--- config.mk ---
export PLATFORM = sky130hd
export DESIGN_NAME = radar_report_frame_parser
export DESIGN_NICKNAME = d
export VERILOG_FILES = /design/src/design/rrfp_pkg.sv /design/src/design/rrfp_parser.sv /design/src/design/radar_report_frame_parser.sv
export SDC_FILE = /design/constraint.sdc
export NUM_CORES = 1
export LEC_CHECK = 0
export BUFFER_PORTS_ARGS = -buffer_cell sky130_fd_sc_hd__buf_4
export CORE_ASPECT_RATIO = 1.5
export CORE_UTILIZATION = 34
export DETAILED_ROUTE_END_ITERATION = 16
export GPL_TIMING_DRIVEN = 0
export PLACE_DENSITY = 0.5
export RECOVER_POWER = 25
export SLEW_MARGIN = 20
export SYNTH_ARGS = -nofsm -noshare
export SYNTH_HDL_FRONTEND = slang
export SYNTH_SLANG_ARGS = --single-unit
--- constraint.sdc ---
create_clock -name clk -period 3.7 [get_ports clk]
set_input_delay 0.74 -clock clk [delete_from_list [all_inputs] [get_ports clk]]
set_output_delay 0.74 -clock clk [all_outputs]
set_load 0.02 [all_outputs]
--- src/design/rrfp_pkg.sv ---
// Shared types and constants for the radar report frame parser.
// No dependencies; imported by rrfp_parser and radar_report_frame_parser.
package rrfp_pkg;

  // Payload store address width; covers every payload length up to 63 bytes.
  localparam int PL_AW = 6;

  localparam logic [7:0] HDR_SEQ  [4] = '{8'hF4, 8'hF3, 8'hF2, 8'hF1};
  localparam logic [7:0] TAIL_SEQ [4] = '{8'hF8, 8'hF7, 8'hF6, 8'hF5};

  // Write into the payload store
  typedef struct packed {
    logic             en;
    logic [PL_AW-1:0] addr;
    logic [7:0]       data;
  } pl_wr_t;

endpackage

--- src/design/rrfp_parser.sv ---
// Byte-level frame parser: header hunt, length check, payload write, tail check.
// Depends on rrfp_pkg; drives payload store writes and the frame-done pulse.
module rrfp_parser import rrfp_pkg::*; #(
  parameter int PAYLOAD_LEN = 35
) (
  input  logic        clk,
  input  logic        rst_n,
  input  logic        take,
  input  logic [7:0]  data_byte,
  output pl_wr_t      wr,
  output logic        frame_done,
  output logic [7:0]  status_r,
  output logic [15:0] dist_r
);

  typedef enum logic [2:0] {
    PH_HUNT    = 3'd0,
    PH_LEN_L   = 3'd1,
    PH_LEN_H   = 3'd2,
    PH_PAYLOAD = 3'd3,
    PH_TAIL    = 3'd4
  } phase_t;

  localparam int CNT_W = PL_AW;

  phase_t           phase_r;
  logic [1:0]       hdr_cnt_r;
  logic [1:0]       tail_cnt_r;
  logic [7:0]       len_lo_r;
  logic [CNT_W-1:0] pay_cnt_r;
  logic [CNT_W-1:0] pay_cnt_nxt;

  assign pay_cnt_nxt = pay_cnt_r + CNT_W'(1);

  assign wr.en   = take && (phase_r == PH_PAYLOAD);
  assign wr.addr = pay_cnt_r[PL_AW-1:0];
  assign wr.data = data_byte;

  assign frame_done = take && (phase_r == PH_TAIL) &&
                      (data_byte == TAIL_SEQ[tail_cnt_r]) && (tail_cnt_r == 2'd3);

  always_ff @(posedge clk) begin
    if (!rst_n) begin
      phase_r    <= PH_HUNT;
      hdr_cnt_r  <= 2'd0;
      tail_cnt_r <= 2'd0;
      len_lo_r   <= 8'd0;
      pay_cnt_r  <= '0;
    end else if (take) begin
      unique case (phase_r)
        PH_LEN_L: begin
          len_lo_r <= data_byte;
          phase_r  <= PH_LEN_H;
        end
        PH_LEN_H: begin
          if ({data_byte, len_lo_r} != 16'(PAYLOAD_LEN)) begin
            phase_r <= PH_HUNT;
          end else begin
            pay_cnt_r <= '0;
            phase_r   <= PH_PAYLOAD;
          end
        end
        PH_PAYLOAD: begin
          pay_cnt_r <= pay_cnt_nxt;
          if (pay_cnt_nxt == CNT_W'(PAYLOAD_LEN)) begin
            tail_cnt_r <= 2'd0;
            phase_r    <= PH_TAIL;
          end
        end
        PH_TAIL: begin
          if (data_byte == TAIL_SEQ[tail_cnt_r]) begin
            if (tail_cnt_r == 2'd3) begin
              tail_cnt_r <= 2'd0;
              phase_r    <= PH_HUNT;
            end else begin
              tail_cnt_r <= tail_cnt_r + 2'd1;
            end
          end else begin
            phase_r <= PH_HUNT;
          end
        end
        default: begin
          // mismatching byte is dropped, not retried as a header start
          phase_r <= PH_HUNT;
          if (data_byte == HDR_SEQ[hdr_cnt_r]) begin
            if (hdr_cnt_r == 2'd3) begin
              hdr_cnt_r <= 2'd0;
              phase_r   <= PH_LEN_L;
            end else begin
              hdr_cnt_r <= hdr_cnt_r + 2'd1;
            end
          end else begin
            hdr_cnt_r <= 2'd0;
          end
        end
      endcase
    end
  end

  // Keep status and distance as they stream past
  always_ff @(posedge clk) begin
    if (wr.en) begin
      if (pay_cnt_r == CNT_W'(0)) status_r     <= data_byte;
      if (pay_cnt_r == CNT_W'(1)) dist_r[7:0]  <= data_byte;
      if (pay_cnt_r == CNT_W'(2)) dist_r[15:8] <= data_byte;
    end
  end

endmodule

--- src/design/radar_report_frame_parser.sv ---
// Top level of the radar report frame parser: payload store and gate emitter.
// Depends on rrfp_pkg and rrfp_parser.
//
// Accepts one serial byte per cycle while parsing. Bytes are matched against
// the F4 F3 F2 F1 header, a little-endian length that must equal PAYLOAD_LEN,
// PAYLOAD_LEN payload bytes written into a single-port-read payload store, and
// the F8 F7 F6 F5 tail. A good tail starts a burst of NUM_GATES results, one
// per range gate; in_stall is high for the whole burst. Each gate takes two
// registered reads of the payload store (energy low and high byte), then
// loads the output register once out_stall allows; a gate whose high byte
// lies past the payload store gets zero energy. No clearing pass is needed
// after reset.
module radar_report_frame_parser import rrfp_pkg::*; #(
  parameter int PAYLOAD_LEN = 35,
  parameter int NUM_GATES   = 16
) (
  input  logic        clk,
  input  logic        rst_n,
  input  logic        in_valid,
  output logic        in_stall,
  input  logic [7:0]  in_data_byte,
  output logic        out_valid,
  input  logic        out_stall,
  output logic [7:0]  out_target_present,
  output logic [15:0] out_target_dist,
  output logic [3:0]  out_gate_index,
  output logic [15:0] out_gate_energy,
  output logic        out_last_gate
);

  typedef enum logic [1:0] {
    E_IDLE,
    E_LO,
    E_HI,
    E_OUT
  } emit_t;

  emit_t            state_r;
  logic [3:0]       gate_r;
  logic [7:0]       lo_byte_r;
  logic [7:0]       rd_data_r;
  logic             out_valid_r;
  logic [7:0]       mem [PAYLOAD_LEN];

  logic             take;
  pl_wr_t           wr;
  logic             frame_done;
  logic [7:0]       status_r;
  logic [15:0]      dist_r;
  logic [PL_AW-1:0] lo_addr;
  logic [PL_AW-1:0] hi_addr;
  logic             gate_ok;
  logic             rd_en;
  logic [PL_AW-1:0] rd_addr;
  logic             out_free;
  logic             last;

  assign in_stall = !rst_n || (state_r != E_IDLE);
  assign take     = in_valid && !in_stall;

  rrfp_parser #(
    .PAYLOAD_LEN(PAYLOAD_LEN)
  ) u_parser (
    .clk        (clk),
    .rst_n      (rst_n),
    .take       (take),
    .data_byte  (in_data_byte),
    .wr         (wr),
    .frame_done (frame_done),
    .status_r   (status_r),
    .dist_r     (dist_r)
  );

  assign lo_addr = PL_AW'(3) + {1'b0, gate_r, 1'b0};
  assign hi_addr = lo_addr + PL_AW'(1);
  assign gate_ok = (hi_addr < PL_AW'(PAYLOAD_LEN));
  assign rd_en   = gate_ok && ((state_r == E_LO) || (state_r == E_HI));
  assign rd_addr = (state_r == E_HI) ? hi_addr : lo_addr;
  assign out_free = !out_valid_r || !out_stall;
  assign last     = (gate_r == 4'(NUM_GATES - 1));

  always_ff @(posedge clk) begin
    if (wr.en) begin
      mem[wr.addr] <= wr.data;
    end
    if (rd_en) begin
      rd_data_r <= mem[rd_addr];
    end
  end

  always_ff @(posedge clk) begin
    if (!rst_n) begin
      state_r     <= E_IDLE;
      gate_r      <= 4'd0;
      out_valid_r <= 1'b0;
    end else begin
      // a reload in E_OUT keeps valid high
      if (out_valid_r && !out_stall && (state_r != E_OUT)) begin
        out_valid_r <= 1'b0;
      end
      unique case (state_r)
        E_IDLE: begin
          if (frame_done) begin
            gate_r  <= 4'd0;
            state_r <= E_LO;
          end
        end
        E_LO: begin
          state_r <= E_HI;
        end
        E_HI: begin
          lo_byte_r <= rd_data_r;
          state_r   <= E_OUT;
        end
        E_OUT: begin
          if (out_free) begin
            out_valid_r        <= 1'b1;
            out_target_present <= status_r;
            out_target_dist    <= dist_r;
            out_gate_index     <= gate_r;
            out_gate_energy    <= gate_ok ? {rd_data_r, lo_byte_r} : 16'd0;
            out_last_gate      <= last;
            if (last) begin
              state_r <= E_IDLE;
            end else begin
              gate_r  <= gate_r + 4'd1;
              state_r <= E_LO;
            end
          end
        end
        default: state_r <= E_IDLE;
      endcase
    end
  end

  assign out_valid = out_valid_r;

endmodule
==> run metrics <==
htree depth 2; vias in the first global route 8199; synth top area cells edfxtp_1 70%, mux4_2 9.2%, dfxtp_1 3.6%; VDD IR-drop max 0.000270 V; Clk pin slew, worst setup/hold paths 0.06 ns; final WL 36.1 mm; CP Class reg2reg; Tmin final 3.59 ns; Root Buffer clkbuf_16; Max stage delay cell, worst path dfxtp_1; CTS tree done; Post-Syn Area 0.0156 mm²; gr ovfl total 0; crit path max fanout 10; total CTS buffers 38; CTS sink cnt 393; Initial DRT Pass Iterations 4; row count 95; Top FF cell, synth edfxtp_1; Max Slew Vio Count 172; post-CTS setup buffers 0; Max-Cap Viols 4; Max transition margin -59.6%; Gate power share 1.3%; path category of the worst min-delay check reg2reg; RSZ-0062 raised after global routing true; Post-synth EDFFs 365; pin count of the biggest net entering global routing 43; Clock Latency Late Sink 0.53 ns; Async SR Flop Fraction 0%; violated checks capacitance limit, slew limit; first-pass GRT wire length 53.9 mm; Max Buffers Root-to-Sink 3; WL/cell 22.8 µm; Mean Syn Cell Area 17.9 µm²; Worst Clk Skew 0.0162 ns; share of the synthesized area in the top cell type 70.3%; cell-internal power 6.93 mW; chip width 177 µm; sequential area share after synthesis 73.8%; Syn. warnings 0; Yosys top cell by area edfxtp_1; most frequent cells in the layout 365 x edfxtp_1, 64 x mux4_2, 62 x nand2_1; Fin Setup TNS 0 ns; sequential share of power 56.0%; I/O Buffers 58; fin crit share 97.1%; I/O pin cnt 59; # setup viols final 0; r2r worst-path depth 11; # fillers 4064; cell family with most CP delay buffers and inverters; crit-path max cell delay 0.46 ns; post-cts hold buffer count 0; Sw Share 19.9%; Mapped Cells 873; Reg area 0.0115 mm²; synthesis-stage register bit count 393; Diodes inserted 0; fraction of layout cells with a size suffix above 1 21.6%; clock share of power 42.7%; Buf+Inv Stages, Crit Path 5; die footprint 0.0468 mm²; Starting Density 34.6%; floorplan core area 0.0450 mm²; CP Data Required Time 3.97 ns; WP depth 11; via count 7900; Worst setup SP type register; critical path data arrival time 3.86 ns; drt initial violations 524; layout net count 1002; Vias per Instance 4.99; NetSw 1.72 mW; worst setup margin 0.107 ns; Max Clk Rate 278 MHz; PwrDens 482 mW/mm²; drt drc 0; Hold Path Depth 0; initial antenna violation count 0; Worst Setup End Kind register; status finished with violations; crit-path cells clkbuf_4, clkbuf_2, inv_1, buf_2, ha_1, xnor2_2, buf_4, mux2i_1, nand2_1, o211ai_1, nand3_1; Syn Nets 901; Die Y 264 µm; Area Growth Syn to Fin 15.3%; worst slew pin tran 2.39 ns; LEAKAGE 5.62 nW; final hold vios 0; post-place setup slack -1.11 ns; Multi-input gate area 0.00391 mm²; placer congestion estimate 0.821; leading cell type in the layout, fill and taps excluded edfxtp_1; dpl hpwl 23.3 mm; GRT Total Usage 16.0%; Cell variety after synth 48; post-route ant nets 0
==> flip-flops by register name (all words and copies together), names as in the netlist <==
register and cells:
mem 280, out_gate_energy 16, out_target_dist 16, u_parser.dist_r 16
lo_byte_r 8, out_target_present 8, rd_data_r 8, u_parser.len_lo_r 8
u_parser.status_r 8, u_parser.pay_cnt_r 6, gate_r 4, out_gate_index 4
u_parser.phase_r 3, state_r 2, u_parser.hdr_cnt_r 2, u_parser.tail_cnt_r 2
out_last_gate 1, out_valid 1
==> kinds of logic (layout without fill, tap and decap cells) <==
group	after synthesis	after routing	share of synthesized area, %
AND/OR/NAND/NOR	219	219	6.94
XOR/XNOR	15	15	0.842
AO/OA/AOI/OAI	60	60	2.81
buffers and inverters	50	178	1.32
multiplexers	120	120	13.0
flip-flops	393	393	73.8
adder cells (fa/ha/maj)	16	16	1.28
==> final cells by class <==
type | instances | area share, %
sequential | 393 | 64.1
multi-input combinational | 430 | 21.7
clock buffer | 48 | 5.61
tap | 582 | 4.05
timing repair buffer | 61 | 2.52
buffer | 38 | 0.981
clock inverter | 19 | 0.800
inverter | 12 | 0.250
==> power by group through the flow <==
stage | clock network, mW | logic [mW] | registers, mW
floorplan | 0 | 0.0258 | 4.94
global placement | 0 | 0.117 | 4.94
detailed placement | 0 | 0.120 | 4.94
CTS | 3.80 | 0.119 | 4.84
global route | 3.94 | 0.125 | 4.84
finish | 3.70 | 0.112 | 4.85
==> stage by stage <==
step	area (µm²)	util, %	std cells	power (mW)	hold WS, ns
after floorplan	15600	-	873	4.96	0.400
after global placement	16800	37.2	1513	5.06	0.400
after detailed placement	16800	37.3	1516	5.06	0.405
after CTS	18000	39.9	1583	8.76	0.417
after global routing	18000	39.9	1583	8.90	0.424
final	18000	39.9	1583	8.66	0.418
==> cell usage after synthesis, types with 5 or more instances <==
library cell,instances
o211ai_1,16
nor2b_1,15
xnor2_1,10
and3_1,6
xor2_1,5
mux2i_1,40
a21boi_0,9
o21ai_0,5
clkbuf_1,21
a21oi_1,7
nand4_1,5
buf_2,12
dfxtp_1,28
nand3_1,43
and2_1,25
mux2_2,16
ha_1,16
inv_1,12
nand2_1,62
edfxtp_1,365
nor2_1,42
mux4_2,64
==> repair_timing <==
item / in CTS / in global routing
pin swaps: 0 / 0
resized for setup: 8 / 6
setup endpoints to repair: 16 / 8
==> per-layer routing <==
layer / part of all wire (%) / up-vias / GRT usage [%]
li1: - / 3629 / -
met1: 41 / 4056 / 19.3
met3: 2.6 / 68 / 1.85
met4: 3.8 / 0 / 6.78
met2: 53 / 147 / 28.5
met5: 0 / - / 0
==> worst paths after layout <==
| path | to | from | slack, ns |
|---|---|---|---|
| worst min register to register | out_target_dist[0]$_DFFE_PP_ | u_parser.dist_r[0]$_DFFE_PP_ | 0.42 |
| worst min-delay path | out_target_dist[0]$_DFFE_PP_ | u_parser.dist_r[0]$_DFFE_PP_ | 0.42 |
| worst max register to register | rd_data_r[4]$_DFFE_PP_ | gate_r[0]$_SDFFE_PN0P_ | 0.11 |
| worst max-delay path | rd_data_r[4]$_DFFE_PP_ | gate_r[0]$_SDFFE_PN0P_ | 0.11 |
No activity file was read; power rests on OpenSTA's default activity.
